## src/sv/assert_macros.svh

```systemverilog
// ----------------------------------------------------------------------------
// assert_macros.svh
// shared assertion macros for the user data header parser
// ----------------------------------------------------------------------------
`ifndef ASSERT_MACROS_SVH
`define ASSERT_MACROS_SVH

// same-cycle implication, disabled while reset is asserted
`define ASSERT_IMPL(label, clk, rst_n, ante, cons) \
  label: assert property (@(posedge clk) disable iff (!rst_n) (ante) |-> (cons)) \
    else $error("assertion failed");

// next-cycle implication, disabled while reset is asserted
`define ASSERT_NEXT(label, clk, rst_n, ante, cons) \
  label: assert property (@(posedge clk) disable iff (!rst_n) (ante) |=> (cons)) \
    else $error("assertion failed");

`endif

```

## src/sv/uhp_pkg.sv

```systemverilog
// ----------------------------------------------------------------------------
// uhp_pkg
// types and constants of the user data header parser
// ----------------------------------------------------------------------------
package uhp_pkg;

  typedef enum logic [1:0] {
    PH_LEN  = 2'd0,
    PH_ID   = 2'd1,
    PH_ELEN = 2'd2,
    PH_DATA = 2'd3
  } phase_t;

  typedef enum logic [1:0] {
    ST_OK       = 2'd0,
    ST_MISMATCH = 2'd1,
    ST_TRUNC    = 2'd2
  } status_t;

  localparam logic [7:0] CONCAT_ID  = 8'd0;
  localparam logic [7:0] CONCAT_LEN = 8'd3;

  // capture slot of the concatenation element, CAP_SKIP means not capturing
  localparam logic [1:0] CAP_REF   = 2'd0;
  localparam logic [1:0] CAP_TOTAL = 2'd1;
  localparam logic [1:0] CAP_PART  = 2'd2;
  localparam logic [1:0] CAP_SKIP  = 2'd3;

  typedef struct packed {
    logic [7:0] header_byte;
    logic       last_byte;
  } in_beat_t;

  typedef struct packed {
    logic       concat_found;
    logic [7:0] ref_number;
    logic [7:0] total_parts;
    logic [7:0] part_number;
    logic [1:0] status;
  } out_beat_t;

endpackage

```

## src/sv/uhp_stream_if.sv

```systemverilog
// ----------------------------------------------------------------------------
// uhp_stream_if
// valid/ready stream channel carrying one payload struct per beat
// ----------------------------------------------------------------------------
interface uhp_stream_if #(
  parameter type T = logic
) ();
  logic valid;
  logic ready;
  T     data;

  modport source (output valid, output data, input ready);
  modport sink   (input valid, input data, output ready);
endinterface

```

## src/sv/uhp_in_reg.sv

```systemverilog
// ----------------------------------------------------------------------------
// uhp_in_reg
// input register stage, holds one header byte until the parser takes it
// ----------------------------------------------------------------------------
module uhp_in_reg (
  input  logic             clk,
  input  logic             rst_n,
  input  logic             in_valid,
  output logic             in_ready,
  input  uhp_pkg::in_beat_t in_data,
  output logic             beat_valid,
  output uhp_pkg::in_beat_t beat_data,
  input  logic             beat_take
);

  logic              valid_r;
  logic              valid_nxt;
  uhp_pkg::in_beat_t data_r;

  assign in_ready  = !valid_r || beat_take;
  assign beat_valid = valid_r;
  assign beat_data  = data_r;

  always_comb begin
    valid_nxt = valid_r;
    if (in_valid && in_ready) begin
      valid_nxt = 1'b1;
    end else if (beat_take) begin
      valid_nxt = 1'b0;
    end
  end

  always_ff @(posedge clk) begin
    if (!rst_n) begin
      valid_r <= 1'b0;
    end else begin
      valid_r <= valid_nxt;
    end
  end

  always_ff @(posedge clk) begin
    if (in_valid && in_ready) begin
      data_r <= in_data;
    end
  end

endmodule

```

## src/sv/uhp_parse_core.sv

```systemverilog
// ----------------------------------------------------------------------------
// uhp_parse_core
// element phase machine, concatenation capture and result register
// ----------------------------------------------------------------------------
`include "assert_macros.svh"

module uhp_parse_core (
  input  logic               clk,
  input  logic               rst_n,
  input  logic               beat_valid,
  input  uhp_pkg::in_beat_t  beat_data,
  output logic               beat_take,
  output logic               res_valid,
  input  logic               res_ready,
  output uhp_pkg::out_beat_t res_data
);

  uhp_pkg::phase_t    phase_r, phase_nxt;
  logic [7:0]         cnt_r, cnt_nxt;
  logic               over_r, over_nxt;
  logic [7:0]         decl_r, decl_nxt;
  logic [7:0]         elem_id_r, elem_id_nxt;
  logic [7:0]         rem_r, rem_nxt;
  logic [1:0]         cap_r, cap_nxt;
  logic [7:0]         pend_ref_r, pend_ref_nxt;
  logic [7:0]         pend_total_r, pend_total_nxt;
  logic [7:0]         found_ref_r, found_ref_nxt;
  logic [7:0]         found_total_r, found_total_nxt;
  logic [7:0]         found_part_r, found_part_nxt;
  logic               found_r, found_nxt;
  logic               out_valid_r, out_valid_nxt;
  uhp_pkg::out_beat_t out_data_r, out_data_nxt;
  uhp_pkg::status_t   status;
  logic [7:0]         b;
  logic               is_last;

  assign b       = beat_data.header_byte;
  assign is_last = beat_data.last_byte;

  // non-final bytes never need the result slot
  assign beat_take = beat_valid && (!is_last || !out_valid_r || res_ready);

  assign res_valid = out_valid_r;
  assign res_data  = out_data_r;

  // state update for the byte, before the end-of-header reset
  always_comb begin
    phase_nxt       = phase_r;
    cnt_nxt         = cnt_r;
    over_nxt        = over_r;
    decl_nxt        = decl_r;
    elem_id_nxt     = elem_id_r;
    rem_nxt         = rem_r;
    cap_nxt         = cap_r;
    pend_ref_nxt    = pend_ref_r;
    pend_total_nxt  = pend_total_r;
    found_ref_nxt   = found_ref_r;
    found_total_nxt = found_total_r;
    found_part_nxt  = found_part_r;
    found_nxt       = found_r;

    if (phase_r == uhp_pkg::PH_LEN) begin
      decl_nxt  = b;
      cnt_nxt   = 8'd0;
      over_nxt  = 1'b0;
      phase_nxt = uhp_pkg::PH_ID;
    end else begin
      if (cnt_r == 8'hff) begin
        over_nxt = 1'b1;
      end else begin
        cnt_nxt = cnt_r + 8'd1;
      end
      case (phase_r)
        uhp_pkg::PH_ID: begin
          elem_id_nxt = b;
          phase_nxt   = uhp_pkg::PH_ELEN;
        end
        uhp_pkg::PH_ELEN: begin
          rem_nxt   = b;
          cap_nxt   = (elem_id_r == uhp_pkg::CONCAT_ID && b == uhp_pkg::CONCAT_LEN)
                      ? uhp_pkg::CAP_REF : uhp_pkg::CAP_SKIP;
          phase_nxt = (b == 8'd0) ? uhp_pkg::PH_ID : uhp_pkg::PH_DATA;
        end
        uhp_pkg::PH_DATA: begin
          case (cap_r)
            uhp_pkg::CAP_REF: begin
              pend_ref_nxt = b;
              cap_nxt      = uhp_pkg::CAP_TOTAL;
            end
            uhp_pkg::CAP_TOTAL: begin
              pend_total_nxt = b;
              cap_nxt        = uhp_pkg::CAP_PART;
            end
            uhp_pkg::CAP_PART: begin
              found_ref_nxt   = pend_ref_r;
              found_total_nxt = pend_total_r;
              found_part_nxt  = b;
              found_nxt       = 1'b1;
              cap_nxt         = uhp_pkg::CAP_SKIP;
            end
            default: begin
            end
          endcase
          rem_nxt = rem_r - 8'd1;
          if (rem_r == 8'd1) begin
            phase_nxt = uhp_pkg::PH_ID;
          end
        end
        default: begin
        end
      endcase
    end

    if (over_nxt || cnt_nxt != decl_nxt) begin
      status = uhp_pkg::ST_MISMATCH;
    end else if (phase_nxt == uhp_pkg::PH_ELEN || phase_nxt == uhp_pkg::PH_DATA) begin
      status = uhp_pkg::ST_TRUNC;
    end else begin
      status = uhp_pkg::ST_OK;
    end

    out_data_nxt.status = status;
    if (status == uhp_pkg::ST_OK && found_nxt) begin
      out_data_nxt.concat_found = 1'b1;
      out_data_nxt.ref_number   = found_ref_nxt;
      out_data_nxt.total_parts  = found_total_nxt;
      out_data_nxt.part_number  = found_part_nxt;
    end else begin
      out_data_nxt.concat_found = 1'b0;
      out_data_nxt.ref_number   = 8'd0;
      out_data_nxt.total_parts  = 8'd0;
      out_data_nxt.part_number  = 8'd0;
    end

    out_valid_nxt = out_valid_r;
    if (beat_take && is_last) begin
      out_valid_nxt = 1'b1;
    end else if (res_ready) begin
      out_valid_nxt = 1'b0;
    end
  end

  always_ff @(posedge clk) begin
    if (!rst_n || (beat_take && is_last)) begin
      phase_r       <= uhp_pkg::PH_LEN;
      cnt_r         <= 8'd0;
      over_r        <= 1'b0;
      decl_r        <= 8'd0;
      elem_id_r     <= 8'd0;
      rem_r         <= 8'd0;
      cap_r         <= uhp_pkg::CAP_REF;
      pend_ref_r    <= 8'd0;
      pend_total_r  <= 8'd0;
      found_ref_r   <= 8'd0;
      found_total_r <= 8'd0;
      found_part_r  <= 8'd0;
      found_r       <= 1'b0;
    end else if (beat_take) begin
      phase_r       <= phase_nxt;
      cnt_r         <= cnt_nxt;
      over_r        <= over_nxt;
      decl_r        <= decl_nxt;
      elem_id_r     <= elem_id_nxt;
      rem_r         <= rem_nxt;
      cap_r         <= cap_nxt;
      pend_ref_r    <= pend_ref_nxt;
      pend_total_r  <= pend_total_nxt;
      found_ref_r   <= found_ref_nxt;
      found_total_r <= found_total_nxt;
      found_part_r  <= found_part_nxt;
      found_r       <= found_nxt;
    end
  end

  always_ff @(posedge clk) begin
    if (!rst_n) begin
      out_valid_r <= 1'b0;
    end else begin
      out_valid_r <= out_valid_nxt;
    end
  end

  always_ff @(posedge clk) begin
    if (beat_take && is_last) begin
      out_data_r <= out_data_nxt;
    end
  end

  `ASSERT_NEXT(a_restart_after_last, clk, rst_n, beat_take && is_last,
    phase_r == uhp_pkg::PH_LEN && !found_r && !over_r)
  `ASSERT_IMPL(a_found_only_ok, clk, rst_n, out_valid_r && out_data_r.concat_found,
    out_data_r.status == uhp_pkg::ST_OK)
  `ASSERT_IMPL(a_error_zeroes, clk, rst_n,
    out_valid_r && out_data_r.status != uhp_pkg::ST_OK,
    out_data_r.ref_number == 8'd0 && out_data_r.total_parts == 8'd0 &&
    out_data_r.part_number == 8'd0)
  `ASSERT_IMPL(a_data_owed, clk, rst_n, phase_r == uhp_pkg::PH_DATA, rem_r != 8'd0)

endmodule

```

## src/sv/sms_user_header_parser_unit.sv

```systemverilog
// ----------------------------------------------------------------------------
// sms_user_header_parser_unit
// SMS user data header parser, reports the concatenation element per header
// ----------------------------------------------------------------------------
// in_ch carries one header byte per beat with last_byte set on the final
// byte; the first byte of each header is its declared length. out_ch carries
// one beat per header, issued for the final byte: status, and the reference,
// total parts and part number of the last concatenation element when the
// status is ok.
// A byte is taken into an input register, then the element phase machine
// updates its state when it takes the byte from there; the result beat is
// registered when the final byte is taken. One byte per cycle is sustained
// unless a final byte waits for the result slot.
// After the final byte the parser returns to expecting a length byte, so the
// next header may follow in the next cycle.
// Reset clears the phase machine and both valid flags.
// When out_ch stalls, non-final bytes keep flowing; a final byte waits in the
// input register until the pending result beat is taken, and in_ch.ready
// then drops.
// ----------------------------------------------------------------------------
module sms_user_header_parser_unit (
  input logic        clk,
  input logic        rst_n,
  uhp_stream_if.sink   in_ch,
  uhp_stream_if.source out_ch
);

  logic               beat_valid;
  uhp_pkg::in_beat_t  beat_data;
  logic               beat_take;

  uhp_in_reg u_in_reg (
    .clk        (clk),
    .rst_n      (rst_n),
    .in_valid   (in_ch.valid),
    .in_ready   (in_ch.ready),
    .in_data    (in_ch.data),
    .beat_valid (beat_valid),
    .beat_data  (beat_data),
    .beat_take  (beat_take)
  );

  uhp_parse_core u_core (
    .clk        (clk),
    .rst_n      (rst_n),
    .beat_valid (beat_valid),
    .beat_data  (beat_data),
    .beat_take  (beat_take),
    .res_valid  (out_ch.valid),
    .res_ready  (out_ch.ready),
    .res_data   (out_ch.data)
  );

endmodule
```

## src/flat_wrapper.sv

```systemverilog
// flat-port wrapper written by rule: the top's interface ports become plain ports
module sms_user_header_parser_unit_flat 
  (clk, rst_n, in_ch_valid, in_ch_data, in_ch_ready, out_ch_valid, out_ch_data, out_ch_ready);
  uhp_stream_if in_ch_i ();
  uhp_stream_if out_ch_i ();
  input logic clk;
  input logic rst_n;
  input wire logic [$bits(in_ch_i.valid)-1:0] in_ch_valid;
  input wire logic [$bits(in_ch_i.data)-1:0] in_ch_data;
  output wire logic [$bits(in_ch_i.ready)-1:0] in_ch_ready;
  output wire logic [$bits(out_ch_i.valid)-1:0] out_ch_valid;
  output wire logic [$bits(out_ch_i.data)-1:0] out_ch_data;
  input wire logic [$bits(out_ch_i.ready)-1:0] out_ch_ready;
  assign in_ch_i.valid = in_ch_valid;
  assign in_ch_i.data = in_ch_data;
  assign in_ch_ready = in_ch_i.ready;
  assign out_ch_valid = out_ch_i.valid;
  assign out_ch_data = out_ch_i.data;
  assign out_ch_i.ready = out_ch_ready;
  sms_user_header_parser_unit u_core (.clk(clk), .rst_n(rst_n), .in_ch(in_ch_i), .out_ch(out_ch_i));
endmodule
```

## config.mk

```make
export PLATFORM = sky130hd
export DESIGN_NAME = sms_user_header_parser_unit_flat
export DESIGN_NICKNAME = d
export VERILOG_FILES = /design/src/sv/uhp_pkg.sv /design/src/sv/uhp_stream_if.sv /design/src/sv/uhp_in_reg.sv /design/src/sv/uhp_parse_core.sv /design/src/sv/sms_user_header_parser_unit.sv /design/src/flat_wrapper.sv
export VERILOG_INCLUDE_DIRS = /design/src /design/src/sv
export SDC_FILE = /design/constraint.sdc
export NUM_CORES = 1
export LEC_CHECK = 0
export CORE_ASPECT_RATIO = 2
export CORE_MARGIN = 2
export CORE_UTILIZATION = 30
export DETAILED_ROUTE_END_ITERATION = 16
export DONT_BUFFER_PORTS = 1
export PLACE_DENSITY_LB_ADDON = 0.15
export SLEW_MARGIN = 15
export SYNTH_ARGS = -nofsm -noshare
export SYNTH_HDL_FRONTEND = slang
export SYNTH_SLANG_ARGS = --single-unit
```

## constraint.sdc

```tcl
create_clock -name clk -period 2.35 [get_ports clk]
set_input_delay 0.1175 -clock clk [delete_from_list [all_inputs] [get_ports clk]]
set_output_delay 0.1175 -clock clk [all_outputs]
set_load 0.01 [all_outputs]
```

==> qor.txt, run 1 <==
worst setup path end = u_core.u_core.res_data[0]
Placed Cells incl. Taps = 259
total die area = 6380 µm²
Critical path origin = u_core.u_core.cnt_r[1]
average size of a mapped cell = 8.76 µm²
gpl congestion = 0.847
grt ovf = 0
post-route DRC violation count = 0
slew at the pin closest to its max-slew limit = 520 ps
maximum root-to-sink buffer count = 2
Core ar. = 5610 µm²
final setup violation count = 0
CP Launch Type = flip-flop
Post-synth EDFFs = 2
VDD IR max = 0.422 mV
Pins Over Slew Limit = 0
status = finished clean
ratio of cells with drive above 1 in the final layout = 0.115
MaxCap Viol Count = 0
Initial Utilization = 0.306
DRT iter0 DRCs = 41
Fin Setup TNS = 0 ps
Die Height = 111 µm
Crit. End Element = flip-flop
Slew HR = 0.653
maximum clock frequency = 472 MHz
Die X = 57.5 µm
Synth area leader = dfxtp_1
Min Clock Period, post-route = 2120 ps
WP data required = 2360 ps
Sw Pwr = 0.262 mW
Clock Sinks = 31
antenna violations before repair = 0
syn nets = 209
CP max stage cell = dfxtp_1
Ports = 8
post-synthesis cell type count = 50
Post-synth ARST share = 0
register area = 641 µm²
Pint = 0.958 mW
top_reg_cell synth = dfxtp_1
cts repair resizes = 0
Non-Filler Instances = 269
clk slew on worst S/H paths = 50 ps
post-DP HPWL = 2730 µm
largest net degree at the start of global routing = 11
Crit path largest cell delay = 410 ps
# fillers = 599
num rows = 39
Post-CTS Hold Buffers = 2
static leakage = 0.743 nW
Via-to-Cell Ratio = 5.12
worst-path cell chain = ha_1 > and3_1 > o2111ai_1 > a22o_1 > o41ai_1 > nand3_1
area of the multi-input gates = 1010 µm²
Clk pwr share = 0.493
Final Hold Fails = 0
Yosys top cell area share = 0.338
ANT cells = 0
Vias = 1378
Syn Inst Count = 196
number of global-route vias before repair = 1340
Post-Syn Area = 1720 µm²
dominant cells by area after synthesis = dfxtp_1, ha_1, nor2_1
Logic pwr share = 0.059
worst r2r src = u_core.u_core.cnt_r[1]
clk_lat worst skew = 270 ps
Worst Path Arrival = 2120 ps
Total GRT Usage = 0.127
TritonCTS clock tree = built
Hold Path Class = input pin to flip-flop
H-Tree Level Count = 2
first-pass GRT wire length = 6240 µm
Net Sw Frac = 0.215
port bufs = 0
Syn. warnings = 0
Routed WL per cell = 13.7 µm
leading cell types by count after synthesis = dfxtp_1, nor2_1, a21oi_1
DR pass1 iterations = 4
worst-case reg-to-reg path depth = 6
Flop pwr share = 0.447
CP max FO = 7
Layout area overhead = 15.7%
ANT nets after route = 0
post-synthesis register bit count = 31
Power per Cell Area = 614 nW/µm²
Final Skew = 4.26 ps
postcts setup bufs = 0
final net count = 220
post-synthesis sequential area ratio = 0.373
Num CTS Buffers = 5
r2r endpoint = u_core.u_core.res_data[0]
flop2flop setup slack = 230 ps
RSZ-0062 raised after global routing = false
final WL = 3680 µm
Root Buffer Master = clkbuf_16
Tcrit/Tclk final = 0.901
most common cell in the netlist = dfxtp_1
critical path class = flip-flop to flip-flop
==> critical path: cells and delay by family, from the launching register on <==
kind | cells | cell delay [ps]
AO/OA/AOI/OAI | 3 | 700
flip-flops | 1 | 410
AND/OR/NAND/NOR | 2 | 430
adder cells (fa/ha/maj) | 1 | 320
==> how the worst min path moves through the flow <==
stage          slack, ps         from                           end  depth (start not counted)
6_report              20  in_ch_valid    u_core.u_in_reg.beat_valid                          2
5_1_grt               60  in_ch_valid    u_core.u_in_reg.beat_valid                          2
4_1_cts               20  in_ch_valid    u_core.u_in_reg.beat_valid                          2
3_5_place_dp         220   in_ch_data  u_core.u_in_reg.beat_data[0]                          0
3_3_place_gp         220   in_ch_data  u_core.u_in_reg.beat_data[0]                          0
2_1_floorplan        220   in_ch_data  u_core.u_in_reg.beat_data[0]                          0
==> state kept, by name, indices dropped and copies added, names as in the netlist <==
name	cells
u_core.u_core.phase_r	2
u_core.u_core.over_r	1
u_core.u_core.cnt_r	8
u_core.u_in_reg.beat_valid	1
u_core.u_core.decl_r	8
u_core.u_in_reg.beat_data	1
u_core.u_core.res_data	1
u_core.u_core.res_valid	1
u_core.u_core.rem_r	8
==> area by class of cell <==
cell class | instances | area share
clock buffers | 7 | 0.0668
repair buffers | 11 | 0.0441
flip-flops and latches | 31 | 0.322
inverters | 10 | 0.0189
multi-input cells | 148 | 0.507
clock inverters | 1 | 0.00252
well taps | 61 | 0.0384
==> metal layers <==
metal,wire (µm),vias up,share of wire,GRT usage
li1,-,711,-,-
met2,1720,20,0.47,0.193
met1,1780,643,0.48,0.162
met3,106,4,0.029,0.0327
met5,0,-,0,0
met4,75,0,0.020,0.0651
==> through the flow <==
step                       util  total power, mW  setup WS [ps]  area [µm²]  hold WS [ps]
after floorplan               -            0.600            427        1720           216
after global placement    0.326            0.626            311        1830           216
after detailed placement  0.326            0.627            252        1830           216
after CTS                 0.354             1.25            224        1990          20.0
after global routing      0.354             1.27           26.8        1990          58.8
final                     0.354             1.22            233        1990          23.4
==> kinds of logic after synthesis <==
logic type	count (synthesis)	share of synthesized area
AND/OR/NAND/NOR	79	0.259
AO/OA/AOI/OAI	46	0.191
flip-flops	31	0.373
buffers and inverters	17	0.0401
XOR/XNOR	13	0.0663
adder cells (fa/ha/maj)	8	0.0583
multiplexers	2	0.0117
==> power by group through the flow <==
stage,registers [mW],logic (mW),clock network [mW]
final,0.545,0.0725,0.601
after global routing,0.546,0.0813,0.645
after CTS,0.545,0.0742,0.627
after detailed placement,0.556,0.0712,0
after global placement,0.556,0.0700,0
after floorplan,0.555,0.0456,0
==> cell usage in the layout, fill, tap and decap left out, types with 6 or more instances in the layout <==
master,instances
and2_1,8
dfxtp_1,29
buf_4,9
o21ai_0,8
a21oi_1,11
inv_1,9
ha_1,8
xor2_1,8
nand2_1,6
nor2b_1,6
nand3_1,8
nor3_1,7
nor2_1,24
Power figures use the tool's default switching activity.
==> inputs of run 2 (changes only) <==
Settings changed: PLACE_DENSITY from default to 0.42, PLACE_DENSITY_LB_ADDON 0.15 to default.
==> run 2 against run 1 <==
  * Combinational power barely moved
  * Routed wire length up 1.6%
  * Final cell count unchanged
  * Setup slack worse by 22 ps
  * Sequential cell count did not move
  * Clock power is 25% higher
  * Sequential power about the same
  * Sequential share of layout area fell by 0.58 points
  * Critical endpoint unchanged
  * Clock skew about the same
==> qor.txt, run 2 (synthesis gave the netlist of run 1 again) <==
Worst Path Arrival = 2150 ps
worst r2r src = u_core.u_core.cnt_r[1]
Final Hold Fails = 0
RSZ-0062 raised after global routing = false
final setup violation count = 0
Placed Cells incl. Taps = 259
Non-Filler Instances = 269
TritonCTS clock tree = built
Crit. End Element = flip-flop
Die Height = 111 µm
slew at the pin closest to its max-slew limit = 541 ps
critical path class = flip-flop to flip-flop
ANT cells = 0
cts repair resizes = 0
Pins Over Slew Limit = 0
Layout area overhead = 17.9%
antenna violations before repair = 0
area of placed instances = 1830 µm²
post-placement setup slack = 232 ps
Worst Hold End = u_core.u_in_reg.beat_valid
top flop regs = u_core.u_core.cnt_r (8), u_core.u_core.decl_r (8), u_core.u_core.rem_r (8)
gpl congestion = 0.808
Vias = 1377
most common cell after layout, fill and taps aside = dfxtp_1
flop2flop setup slack = 210 ps
Min Clock Period, post-route = 2140 ps
setup ws final = 210 ps
Slew HR = 0.638
Via-to-Cell Ratio = 5.12
Tcrit/Tclk final = 0.911
largest net degree at the start of global routing = 11
Clock Sinks = 31
# fillers = 562
Routed WL per cell = 13.9 µm
Hold Path Origin = in_ch_valid
Ports = 8
Final Skew = 4.61 ps
Initial Utilization = 0.306
first-pass GRT wire length = 6510 µm
CP Launch Type = flip-flop
Power per Cell Area = 677 nW/µm²
static leakage = 0.761 nW
Die X = 57.5 µm
most frequent cells in the layout = dfxtp_1, nor2_1, a21oi_1, inv_1, buf_4
maximum root-to-sink buffer count = 2
postcts setup bufs = 0
r2r endpoint = u_core.u_core.res_data[0]
status = finished clean
Num CTS Buffers = 5
final WL = 3740 µm
ratio of cells with drive above 1 in the final layout = 0.125
DRT iter0 DRCs = 55
grt ovf = 0
clk slew on worst S/H paths = 50 ps
H-Tree Level Count = 2
total die area = 6380 µm²
worst hold stages = 2
Fin Setup TNS = 0 ps
MaxCap Viol Count = 0
DR pass1 iterations = 4
maximum clock frequency = 467 MHz
VDD IR max = 0.545 mV
post-DP HPWL = 2750 µm
post-route DRC violation count = 0
Final Util = 0.361
WP data required = 2360 ps
worst-case reg-to-reg path depth = 6
Total Power = 1.37 mW
final net count = 220
num rows = 39
port bufs = 0
clk_lat worst skew = 270 ps
Root Buffer Master = clkbuf_16
Core ar. = 5610 µm²
number of global-route vias before repair = 1430
Hold Path Class = input pin to flip-flop
Hold WS = 16.2 ps
ANT nets after route = 0
CP max FO = 7
Total GRT Usage = 0.131
fin area = 2020 µm²
run 2: cell types whose count changed in the layout (fill, tap and decap cells not counted), sizes merged:
cell	previous run	this run
bufinv	0	1
clkbuf	7	6
run 2: power by group:
group          internal, mW  leakage (nW)  switching (mW)
registers             0.537         0.253         0.00733
clock network         0.526        0.0868           0.226
logic                0.0294         0.422          0.0432
total                  1.09         0.761           0.277
run 2: layout make-up:
class / count / area, µm² / area share
tap: 61 / 76.3 / 0.0377
clock buffer: 6 / 139 / 0.0686
timing repair buffer: 11 / 87.6 / 0.0433
sequential: 31 / 641 / 0.317
inverter: 10 / 37.5 / 0.0186
multi-input combinational: 148 / 1010 / 0.498
clock inverter: 2 / 35.0 / 0.0173
run 2: timing repair:
item                                   CTS  global route
endpoints found under the hold margin    3             0
setup endpoints to repair                0             0
hold buffers                             2             0
run 2: layer usage:
metal | share of wire | global-route usage
met5 | 0 | 0
met4 | 0.029 | 0.0713
met3 | 0.029 | 0.0315
met2 | 0.48 | 0.206
met1 | 0.46 | 0.159
run 2: worst max path at each step:
stage	from	slack, ps	endpoint
2_1_floorplan	u_core.u_core.cnt_r[0]	430	u_core.u_core.res_data[0]
6_report	u_core.u_core.cnt_r[1]	210	u_core.u_core.res_data[0]
5_1_grt	u_core.u_core.cnt_r[1]	40	u_core.u_core.res_data[0]
3_5_place_dp	u_core.u_core.cnt_r[1]	230	u_core.u_core.res_data[0]
4_1_cts	u_core.u_core.cnt_r[1]	210	u_core.u_core.res_data[0]
3_3_place_gp	u_core.u_core.cnt_r[1]	280	u_core.u_core.res_data[0]
run 2: critical path: stages (launching register included):
cell and delay (ps):
dfxtp_1 420, ha_1 320, and3_1 310, o2111ai_1 140, a22o_1 240, o41ai_1 330
nand3_1 120
